`src/sv/assert_macros.svh`:
```
// assertion helpers used by spq_ctrl
`ifndef ASSERT_MACROS_SVH
`define ASSERT_MACROS_SVH

// property checked on every rising clock edge outside reset
`define ASSERT_ALWAYS(label, prop, msg) \
    label: assert property (@(posedge i_clk) disable iff (!i_rst_n) (prop)) else $error(msg);

// consequent checked in the cycle after the antecedent
`define ASSERT_NEXT(label, ante, cons, msg) \
    label: assert property (@(posedge i_clk) disable iff (!i_rst_n) (ante) |=> (cons)) \
        else $error(msg);

`endif

```
`src/sv/spq_pkg.sv`:
```
package spq_pkg;

    typedef enum logic [1:0] {
        FUNC_INSERT  = 2'd0,
        FUNC_EXTRACT = 2'd1,
        FUNC_CHANGE  = 2'd2,
        FUNC_REMOVE  = 2'd3
    } t_func;

    typedef enum logic [1:0] {
        ST_OK        = 2'd0,
        ST_FULL      = 2'd1,
        ST_EMPTY     = 2'd2,
        ST_NOT_FOUND = 2'd3
    } t_status;

    typedef enum logic [1:0] {
        S_IDLE,
        S_FLAG,
        S_SWEEP,
        S_APPLY
    } t_state;

    typedef struct packed {
        t_func              func;
        logic [15:0]        tag;
        logic signed [31:0] priority_req;
    } t_in_item;

    typedef struct packed {
        logic [15:0]        out_tag;
        logic signed [31:0] out_priority;
        t_status            status;
        logic [4:0]         occupancy;
    } t_out_item;

    // broadcast from the controller to every cell
    typedef struct packed {
        logic               load;
        logic               sweep;
        logic               apply;
        t_func              func;
        logic signed [31:0] key;
    } t_cell_ctrl;

endpackage

```
`src/sv/spq_cell.sv`:
```
module spq_cell #(
    parameter int TW  = 16,
    parameter int CW  = 5,
    parameter int IDX = 0
) (
    input  logic                 i_clk,
    input  spq_pkg::t_cell_ctrl  i_ctrl,
    input  logic [TW-1:0]        i_tag,
    input  logic [CW-1:0]        i_count,
    input  logic signed [31:0]   i_left_key,
    input  logic [TW-1:0]        i_left_tag,
    input  logic                 i_left_le,
    input  logic                 i_left_seen,
    input  logic                 i_left_down,
    input  logic signed [31:0]   i_right_key,
    input  logic [TW-1:0]        i_right_tag,
    input  logic                 i_right_lt,
    input  logic                 i_right_up,
    output logic signed [31:0]   o_key,
    output logic [TW-1:0]        o_tag,
    output logic                 o_le,
    output logic                 o_lt,
    output logic                 o_seen,
    output logic                 o_down,
    output logic                 o_up
);

    typedef enum logic [1:0] {
        PICK_KEEP,
        PICK_LEFT,
        PICK_RIGHT,
        PICK_NEW
    } t_pick;

    logic signed [31:0] r_key;
    logic [TW-1:0]      r_tag;
    logic               r_le;
    logic               r_lt;
    logic               r_tm;
    logic               r_seen;
    logic               r_down;
    logic               r_up;

    logic  w_valid;
    logic  w_up_cond;
    t_pick w_pick;

    assign w_valid   = (CW'(IDX) < i_count);
    // the removed entry would move toward the head: its left neighbor is above the new key
    assign w_up_cond = !i_left_le;

    always_comb begin
        w_pick = PICK_KEEP;
        unique case (i_ctrl.func)
            spq_pkg::FUNC_INSERT: begin
                w_pick = r_le ? PICK_KEEP : (i_left_le ? PICK_NEW : PICK_LEFT);
            end
            spq_pkg::FUNC_EXTRACT: begin
                w_pick = PICK_RIGHT;
            end
            spq_pkg::FUNC_REMOVE: begin
                w_pick = (i_left_seen || r_tm) ? PICK_RIGHT : PICK_KEEP;
            end
            spq_pkg::FUNC_CHANGE: begin
                priority if (i_left_seen) begin
                    // behind the matched entry: only the toward-tail move touches us
                    if (i_left_down) begin
                        w_pick = i_right_lt ? PICK_RIGHT : (r_lt ? PICK_NEW : PICK_KEEP);
                    end
                end else if (r_tm) begin
                    w_pick = w_up_cond ? PICK_LEFT : (i_right_lt ? PICK_RIGHT : PICK_NEW);
                end else if (i_right_up) begin
                    w_pick = r_le ? PICK_KEEP : (i_left_le ? PICK_NEW : PICK_LEFT);
                end else begin
                    w_pick = PICK_KEEP;
                end
            end
            default: w_pick = PICK_KEEP;
        endcase
    end

    always_ff @(posedge i_clk) begin
        if (i_ctrl.load) begin
            r_le <= w_valid && !(i_ctrl.key < r_key);
            r_lt <= w_valid && (r_key < i_ctrl.key);
            r_tm <= w_valid && (r_tag == i_tag);
        end
        if (i_ctrl.sweep) begin
            r_seen <= i_left_seen || r_tm;
            r_down <= i_left_seen ? i_left_down : (r_tm && i_right_lt);
            r_up   <= r_tm ? w_up_cond : i_right_up;
        end
        if (i_ctrl.apply) begin
            unique case (w_pick)
                PICK_KEEP: begin
                    r_key <= r_key;
                    r_tag <= r_tag;
                end
                PICK_LEFT: begin
                    r_key <= i_left_key;
                    r_tag <= i_left_tag;
                end
                PICK_RIGHT: begin
                    r_key <= i_right_key;
                    r_tag <= i_right_tag;
                end
                PICK_NEW: begin
                    r_key <= i_ctrl.key;
                    r_tag <= i_tag;
                end
                default: begin
                    r_key <= r_key;
                    r_tag <= r_tag;
                end
            endcase
        end
    end

    assign o_key  = r_key;
    assign o_tag  = r_tag;
    assign o_le   = r_le;
    assign o_lt   = r_lt;
    assign o_seen = r_seen;
    assign o_down = r_down;
    assign o_up   = r_up;

endmodule

```
`src/sv/spq_ctrl.sv`:
```
`include "assert_macros.svh"

module spq_ctrl #(
    parameter int CAPACITY = 16,
    parameter int TW       = 16,
    parameter int CW       = 5
) (
    input  logic                 i_clk,
    input  logic                 i_rst_n,
    input  logic                 i_in_valid,
    output logic                 o_in_stall,
    input  spq_pkg::t_in_item    i_in,
    output logic                 o_out_valid,
    input  logic                 i_out_stall,
    output spq_pkg::t_out_item   o_out,
    input  logic                 i_found,
    input  logic signed [31:0]   i_head_key,
    input  logic [TW-1:0]        i_head_tag,
    output spq_pkg::t_cell_ctrl  o_ctrl,
    output logic [TW-1:0]        o_tag,
    output logic [CW-1:0]        o_count
);

    localparam int NW = $clog2(CAPACITY);

    spq_pkg::t_state    r_state;
    spq_pkg::t_state    n_state;
    spq_pkg::t_in_item  r_op;
    logic [CW-1:0]      r_count;
    logic [CW-1:0]      n_count;
    logic [NW-1:0]      r_cnt;
    spq_pkg::t_out_item r_out;
    spq_pkg::t_out_item n_out;
    logic               r_out_valid;

    logic               w_accept;
    logic               w_apply_go;
    logic               w_ok;
    spq_pkg::t_status   w_status;
    logic [CW+4:0]      w_occ_ext;

    assign w_accept   = i_in_valid && (r_state == spq_pkg::S_IDLE);
    assign w_apply_go = (r_state == spq_pkg::S_APPLY) && (!r_out_valid || !i_out_stall);

    // next state
    always_comb begin
        n_state = r_state;
        unique case (r_state)
            spq_pkg::S_IDLE: begin
                if (i_in_valid) begin
                    n_state = spq_pkg::S_FLAG;
                end
            end
            spq_pkg::S_FLAG: begin
                if (r_op.func == spq_pkg::FUNC_CHANGE || r_op.func == spq_pkg::FUNC_REMOVE) begin
                    n_state = spq_pkg::S_SWEEP;
                end else begin
                    n_state = spq_pkg::S_APPLY;
                end
            end
            spq_pkg::S_SWEEP: begin
                if (r_cnt == NW'(CAPACITY - 1)) begin
                    n_state = spq_pkg::S_APPLY;
                end
            end
            spq_pkg::S_APPLY: begin
                if (w_apply_go) begin
                    n_state = spq_pkg::S_IDLE;
                end
            end
            default: n_state = spq_pkg::S_IDLE;
        endcase
    end

    // outcome of the operation held in r_op
    always_comb begin
        w_ok     = 1'b0;
        w_status = spq_pkg::ST_OK;
        n_count  = r_count;
        unique case (r_op.func)
            spq_pkg::FUNC_INSERT: begin
                w_ok     = (r_count < CW'(CAPACITY));
                w_status = w_ok ? spq_pkg::ST_OK : spq_pkg::ST_FULL;
                n_count  = w_ok ? r_count + CW'(1) : r_count;
            end
            spq_pkg::FUNC_EXTRACT: begin
                w_ok     = (r_count != '0);
                w_status = w_ok ? spq_pkg::ST_OK : spq_pkg::ST_EMPTY;
                n_count  = w_ok ? r_count - CW'(1) : r_count;
            end
            spq_pkg::FUNC_REMOVE: begin
                w_ok     = i_found;
                w_status = w_ok ? spq_pkg::ST_OK : spq_pkg::ST_NOT_FOUND;
                n_count  = w_ok ? r_count - CW'(1) : r_count;
            end
            spq_pkg::FUNC_CHANGE: begin
                w_ok     = i_found;
                w_status = w_ok ? spq_pkg::ST_OK : spq_pkg::ST_NOT_FOUND;
            end
            default: w_ok = 1'b0;
        endcase
    end

    assign w_occ_ext = {5'd0, n_count};

    always_comb begin
        n_out.out_tag      = '0;
        n_out.out_priority = '0;
        if (r_op.func == spq_pkg::FUNC_EXTRACT && w_ok) begin
            n_out.out_tag      = 16'(i_head_tag);
            n_out.out_priority = i_head_key;
        end
        n_out.status    = w_status;
        n_out.occupancy = w_occ_ext[4:0];
    end

    // outputs
    always_comb begin
        o_in_stall   = (r_state != spq_pkg::S_IDLE);
        o_ctrl.load  = (r_state == spq_pkg::S_FLAG);
        o_ctrl.sweep = (r_state == spq_pkg::S_SWEEP);
        o_ctrl.apply = w_apply_go && w_ok;
        o_ctrl.func  = r_op.func;
        o_ctrl.key   = r_op.priority_req;
    end

    always_ff @(posedge i_clk) begin
        if (!i_rst_n) begin
            r_state     <= spq_pkg::S_IDLE;
            r_count     <= '0;
            r_cnt       <= '0;
            r_out_valid <= 1'b0;
        end else begin
            r_state <= n_state;
            if (r_state == spq_pkg::S_FLAG) begin
                r_cnt <= '0;
            end else if (r_state == spq_pkg::S_SWEEP) begin
                r_cnt <= r_cnt + NW'(1);
            end
            if (w_apply_go) begin
                r_count     <= n_count;
                r_out_valid <= 1'b1;
            end else if (!i_out_stall) begin
                r_out_valid <= 1'b0;
            end
        end
    end

    always_ff @(posedge i_clk) begin
        if (w_accept) begin
            r_op <= i_in;
        end
        if (w_apply_go) begin
            r_out <= n_out;
        end
    end

    assign o_out_valid = r_out_valid;
    assign o_out       = r_out;
    assign o_tag       = r_op.tag[TW-1:0];
    assign o_count     = r_count;

    `ASSERT_ALWAYS(a_count_range, r_count <= CW'(CAPACITY), "entry count above capacity")
    `ASSERT_NEXT(a_fail_keeps_count, w_apply_go && !w_ok, r_count == $past(r_count),
                 "failed operation changed the entry count")
    `ASSERT_NEXT(a_extract_dec, w_apply_go && w_ok && r_op.func == spq_pkg::FUNC_EXTRACT,
                 r_count == $past(r_count) - CW'(1), "extract did not shrink the queue")

endmodule

```
`src/sv/sorted_priority_queue.sv`:
```
// insert and extract pass through FLAG and then APPLY, which registers the result;
// change-key and remove pass through FLAG, SWEEP and APPLY (match token ripples one
// cell a cycle); a new item is taken only in IDLE, and APPLY waits on a stalled result;
// the result register lets the next item in while that result waits;
// reset (synchronous, active low) empties the queue and drops any pending result;
// cell contents are left as they are
module sorted_priority_queue #(
    parameter int CAPACITY  = 16,
    parameter int TAG_WIDTH = 16
) (
    input  logic                i_clk,
    input  logic                i_rst_n,
    input  logic                i_in_valid,
    output logic                o_in_stall,
    input  spq_pkg::t_in_item   i_in,
    output logic                o_out_valid,
    input  logic                i_out_stall,
    output spq_pkg::t_out_item  o_out
);

    localparam int TW = (TAG_WIDTH < 16) ? TAG_WIDTH : 16;
    localparam int CW = $clog2(CAPACITY + 1);

    spq_pkg::t_cell_ctrl w_ctrl;
    logic [TW-1:0]       w_tag;
    logic [CW-1:0]       w_count;

    logic signed [31:0]  w_key  [CAPACITY];
    logic [TW-1:0]       w_ctag [CAPACITY];
    logic                w_le   [CAPACITY];
    logic                w_lt   [CAPACITY];
    logic                w_seen [CAPACITY];
    logic                w_down [CAPACITY];
    logic                w_up   [CAPACITY];

    spq_ctrl #(
        .CAPACITY (CAPACITY),
        .TW       (TW),
        .CW       (CW)
    ) u_ctrl (
        .i_clk       (i_clk),
        .i_rst_n     (i_rst_n),
        .i_in_valid  (i_in_valid),
        .o_in_stall  (o_in_stall),
        .i_in        (i_in),
        .o_out_valid (o_out_valid),
        .i_out_stall (i_out_stall),
        .o_out       (o_out),
        .i_found     (w_seen[CAPACITY-1]),
        .i_head_key  (w_key[0]),
        .i_head_tag  (w_ctag[0]),
        .o_ctrl      (w_ctrl),
        .o_tag       (w_tag),
        .o_count     (w_count)
    );

    for (genvar g = 0; g < CAPACITY; g++) begin : g_cell
        logic signed [31:0] l_key;
        logic [TW-1:0]      l_tag;
        logic               l_le;
        logic               l_seen;
        logic               l_down;
        logic signed [31:0] r_key;
        logic [TW-1:0]      r_tag;
        logic               r_lt;
        logic               r_up;

        // head sees a virtual neighbor below every key, tail one above every key
        if (g == 0) begin : g_head
            assign l_key  = '0;
            assign l_tag  = '0;
            assign l_le   = 1'b1;
            assign l_seen = 1'b0;
            assign l_down = 1'b0;
        end else begin : g_mid_l
            assign l_key  = w_key[g-1];
            assign l_tag  = w_ctag[g-1];
            assign l_le   = w_le[g-1];
            assign l_seen = w_seen[g-1];
            assign l_down = w_down[g-1];
        end

        if (g == CAPACITY - 1) begin : g_tail
            assign r_key = '0;
            assign r_tag = '0;
            assign r_lt  = 1'b0;
            assign r_up  = 1'b0;
        end else begin : g_mid_r
            assign r_key = w_key[g+1];
            assign r_tag = w_ctag[g+1];
            assign r_lt  = w_lt[g+1];
            assign r_up  = w_up[g+1];
        end

        spq_cell #(
            .TW  (TW),
            .CW  (CW),
            .IDX (g)
        ) u_cell (
            .i_clk       (i_clk),
            .i_ctrl      (w_ctrl),
            .i_tag       (w_tag),
            .i_count     (w_count),
            .i_left_key  (l_key),
            .i_left_tag  (l_tag),
            .i_left_le   (l_le),
            .i_left_seen (l_seen),
            .i_left_down (l_down),
            .i_right_key (r_key),
            .i_right_tag (r_tag),
            .i_right_lt  (r_lt),
            .i_right_up  (r_up),
            .o_key       (w_key[g]),
            .o_tag       (w_ctag[g]),
            .o_le        (w_le[g]),
            .o_lt        (w_lt[g]),
            .o_seen      (w_seen[g]),
            .o_down      (w_down[g]),
            .o_up        (w_up[g])
        );
    end

endmodule

```
`config.mk`:
```
export PLATFORM = sky130hd
export DESIGN_NAME = sorted_priority_queue
export DESIGN_NICKNAME = d
export VERILOG_FILES = /design/src/sv/spq_pkg.sv /design/src/sv/spq_cell.sv /design/src/sv/spq_ctrl.sv /design/src/sv/sorted_priority_queue.sv
export VERILOG_INCLUDE_DIRS = /design/src /design/src/sv
export SDC_FILE = /design/constraint.sdc
export NUM_CORES = 2
export LEC_CHECK = 0
export ABC_AREA = 1
export BUFFER_PORTS_ARGS = -buffer_cell sky130_fd_sc_hd__buf_2
export CAP_MARGIN = 20
export CORE_MARGIN = 4
export CORE_UTILIZATION = 64
export DETAILED_ROUTE_END_ITERATION = 12
export MAX_ROUTING_LAYER = met4
export PLACE_DENSITY_LB_ADDON = 0.1
export SETUP_SLACK_MARGIN = 0.15
export SYNTH_ARGS = -nofsm -noshare
export SYNTH_HDL_FRONTEND = slang
export SYNTH_SLANG_ARGS = --single-unit
```
`constraint.sdc`:
```
create_clock -name i_clk -period 5.1 [get_ports i_clk]
set_clock_uncertainty 0.2 [all_clocks]
set_input_delay 0.255 -clock i_clk [delete_from_list [all_inputs] [get_ports i_clk]]
set_output_delay 0.255 -clock i_clk [all_outputs]
set_load 0.05 [all_outputs]
```
==> results.cfg <==
[synthesis]
synth_compound_area_share_pct = 15.1
ys_seq_elements = 978
ys.warnings.count = 0
seq_area_frac_synth_pct = 47.6
yosys.area_share.simple_pct = 16.6
synth_top_area_share_pct = 47.2
syn_area_per_cell_um2 = 8.94
synthTopCellsByCount = nand2_1, edfxtp_1, inv_1
async_reset_ff_share_pct = 0
yosys.area_share.xor_xnor_pct = 1.40
synth_ff_type = edfxtp_1
yosys.area.top_type = edfxtp_1
synthAdderAreaFrac_pct = 10.6
yosysUniqueCellTypes = 50
yosysMostFrequentCell = nand2_1
synth_nets = 7451
synth_area_leaders = edfxtp_1, nand2_1, ha_1
synth_edf_count = 966
synth_top_family_by_area = simple AND/OR/NAND/NOR gates
syn_inst = 6877
synth_area_mm2 = 0.0615
muxShareOfSynthArea_pct = 0

[routing]
antenna_left = 0
vias_per_cell = 6.60
drt-initial-drc-count = 8746
routedWlPerCell_um = 26.8
num_vias = 54800
drc = 0
firstDrtPassIters = 13
wirelength_mm = 223

[layout]
drive_gt1_share_pct = 7.50
post-route-util_pct = 71.2
final_cell_area_mm2 = 0.0677
synthToLayoutAreaGrowth_pct = 10.2
seq_area_mm2 = 0.0292
num-nets-final = 7510
fillers = 7286
multiInputGateArea_mm2 = 0.0272

[power_and_ir_drop]
pwr-share-comb_pct = 42.3
seq_power_share_pct = 34.0
p_leak_nw = 28.5
p_total_mw = 34.9
internal-power_mw = 19.9
p_sw_share_pct = 42.9
peakVddDrop_mv = 0.356
clock_power_share_pct = 23.6
power.net_switching_mw = 15.0
power.density_mw_per_mm2 = 515

[cts]
cts_tree = built
clkTransAtPathRegs_ns = 0.06
clock_path_buffers = 3
clock_latency_ns = 0.72
clock_sinks = 978
h-tree-depth = 3
cts_resized = 0
cts_hold_buf = 54
cts_setup_buffers = 0
cts-buffers-inserted = 107
cts-root-buf = clkbuf_16

[critical_path]
cp_max_fo = 32
worstPathArrival_ns = 4.26
path_delay_family = compound AO/OA/AOI/OAI gates
worstRegToRegCells = 10
cp_cell_sequence = nor2_2 > buf_4 > o21ai_1 > o21ai_1 > a21oi_4 > inv_2 > a21oi_4 > buf_4 > nand2_1 > o211ai_1
max_stage_delay_ns = 0.59
cp_slowest_cell = edfxtp_1
crit_required_ns = 5.44
cp.depth = 10
cp_num_buf_inv = 3
worstSetupPathType = reg2reg
worstSetupStartpointType = flip-flop
end_kind = flip-flop

[sta]
finalCritPeriodShare_pct = 76.7
clock.fmax_mhz = 256
setup_viol = 0
slew_viol_final = 0
fin_hold_ws_ns = 0.0416
final_hold_viol_count = 0
rsz0062_at_grt = false
tightest_slew_ns = 1.13
tns_ns = 0
relSlewSlack_pct = 24.5
fin_crit_ns = 3.91

[job]
drv_cap = 0

[hold_path]
hp-class = in2reg
holdPathStages = 2

[die]
start_util_pct = 64.6
pin_count = 111
core_mm2 = 0.0952
die_h_um = 318
dieArea_mm2 = 0.101
die_x_um = 318
fp-row-count = 113

[placed_design]
placedInstanceArea_mm2 = 0.0635
hpwl_mm = 159
place_congestion = 1.09
io_buffers = 110

[global_routing]
grt_max_degree = 53
track_usage_pct = 44.1
grt_pass1_vias = 52200
grt_overflow_total = 0
grt_antenna_before_repair = 11
grt_pass1_wl_mm = 326

[run_status]
outcome = complete, no violations
power by group through the flow:
stage | Combinational (mW) | Sequential, mW | Clock [mW]
2_1_floorplan | 9.11 | 11.9 | 0
3_3_place_gp | 13.6 | 12.0 | 0
3_5_place_dp | 14.1 | 12.0 | 0
4_1_cts | 14.2 | 11.8 | 8.20
5_1_grt | 15.7 | 11.9 | 8.54
6_report | 14.8 | 11.9 | 8.25
cells in the final DEF (no fill, tap or decap), drive strengths merged, types with 12 or more instances in the layout:
cell / count
clkinv: 59
nand3: 140
bufinv: 18
o21a: 35
o22ai: 112
o21ai: 214
buf: 270
and3b: 14
nor3: 20
inv: 968
dfxtp: 12
ha: 520
dlygate4sd3: 54
a221oi: 48
xor2: 60
nor4: 49
nand4: 39
xnor2: 38
a21oi: 311
edfxtp: 966
nand2: 2049
clkbuf: 126
o221ai: 228
o211ai: 403
nor2: 238
kinds of logic after synthesis:
| family | after synthesis |
|---|---|
| AND/OR/NAND/NOR | 2565 |
| AO/OA/AOI/OAI | 1371 |
| buffers and inverters | 1345 |
| flip-flops | 978 |
| adder cells (fa/ha/maj) | 520 |
| XOR/XNOR | 98 |
area by class of cell:
type | instances | share of cell area [%]
flip-flops and latches | 978 | 43.2
multi-input cells | 4554 | 40.2
inverters | 971 | 5.38
clock buffers | 126 | 4.09
repair buffers | 324 | 3.54
well taps | 1265 | 2.34
clock inverters | 77 | 1.26
diodes | 9 | 0.0332
layer usage:
metal	GRT usage [%]	vias to the layer above	wire length [um]
li1	-	24000	-
met1	55.7	25600	78600
met2	64.4	4352	94900
met3	12.0	838	33400
met4	25.4	0	15900
met5	-	-	0
through the flow:
| step | std cells | setup WS, ns |
|---|---|---|
| after global routing | 8301 | 1.02 |
| after detailed placement | 8035 | 1.31 |
| after global placement | 8034 | 1.28 |
| after floorplan | 6877 | 0.503 |
| after CTS | 8292 | 1.28 |
| final | 8304 | 1.19 |
sequential cells by signal, indices dropped and copies added, names as in the netlist, 16 cells and up:
name,count
g_cell.u_cell.o_key,512
g_cell.u_cell.o_tag,256
u_ctrl.o_out,55
u_ctrl.o_ctrl,34
g_cell.u_cell.o_le,16
g_cell.u_cell.o_seen,16
g_cell.u_cell.r_tm,16
u_ctrl.o_tag,16
worst paths after layout:
path,from,end,slack (ns)
hold reg to reg,u_ctrl.r_cnt[1],u_ctrl.r_cnt[1],0.30
hold / removal,i_in[18],u_ctrl.o_ctrl[18],0.04
setup / recovery,u_ctrl.o_ctrl[32],g_cell[5].u_cell.o_tag[2],1.19
setup reg to reg,u_ctrl.o_ctrl[32],g_cell[5].u_cell.o_tag[2],1.19
No activity file was read; power rests on OpenSTA's default activity.
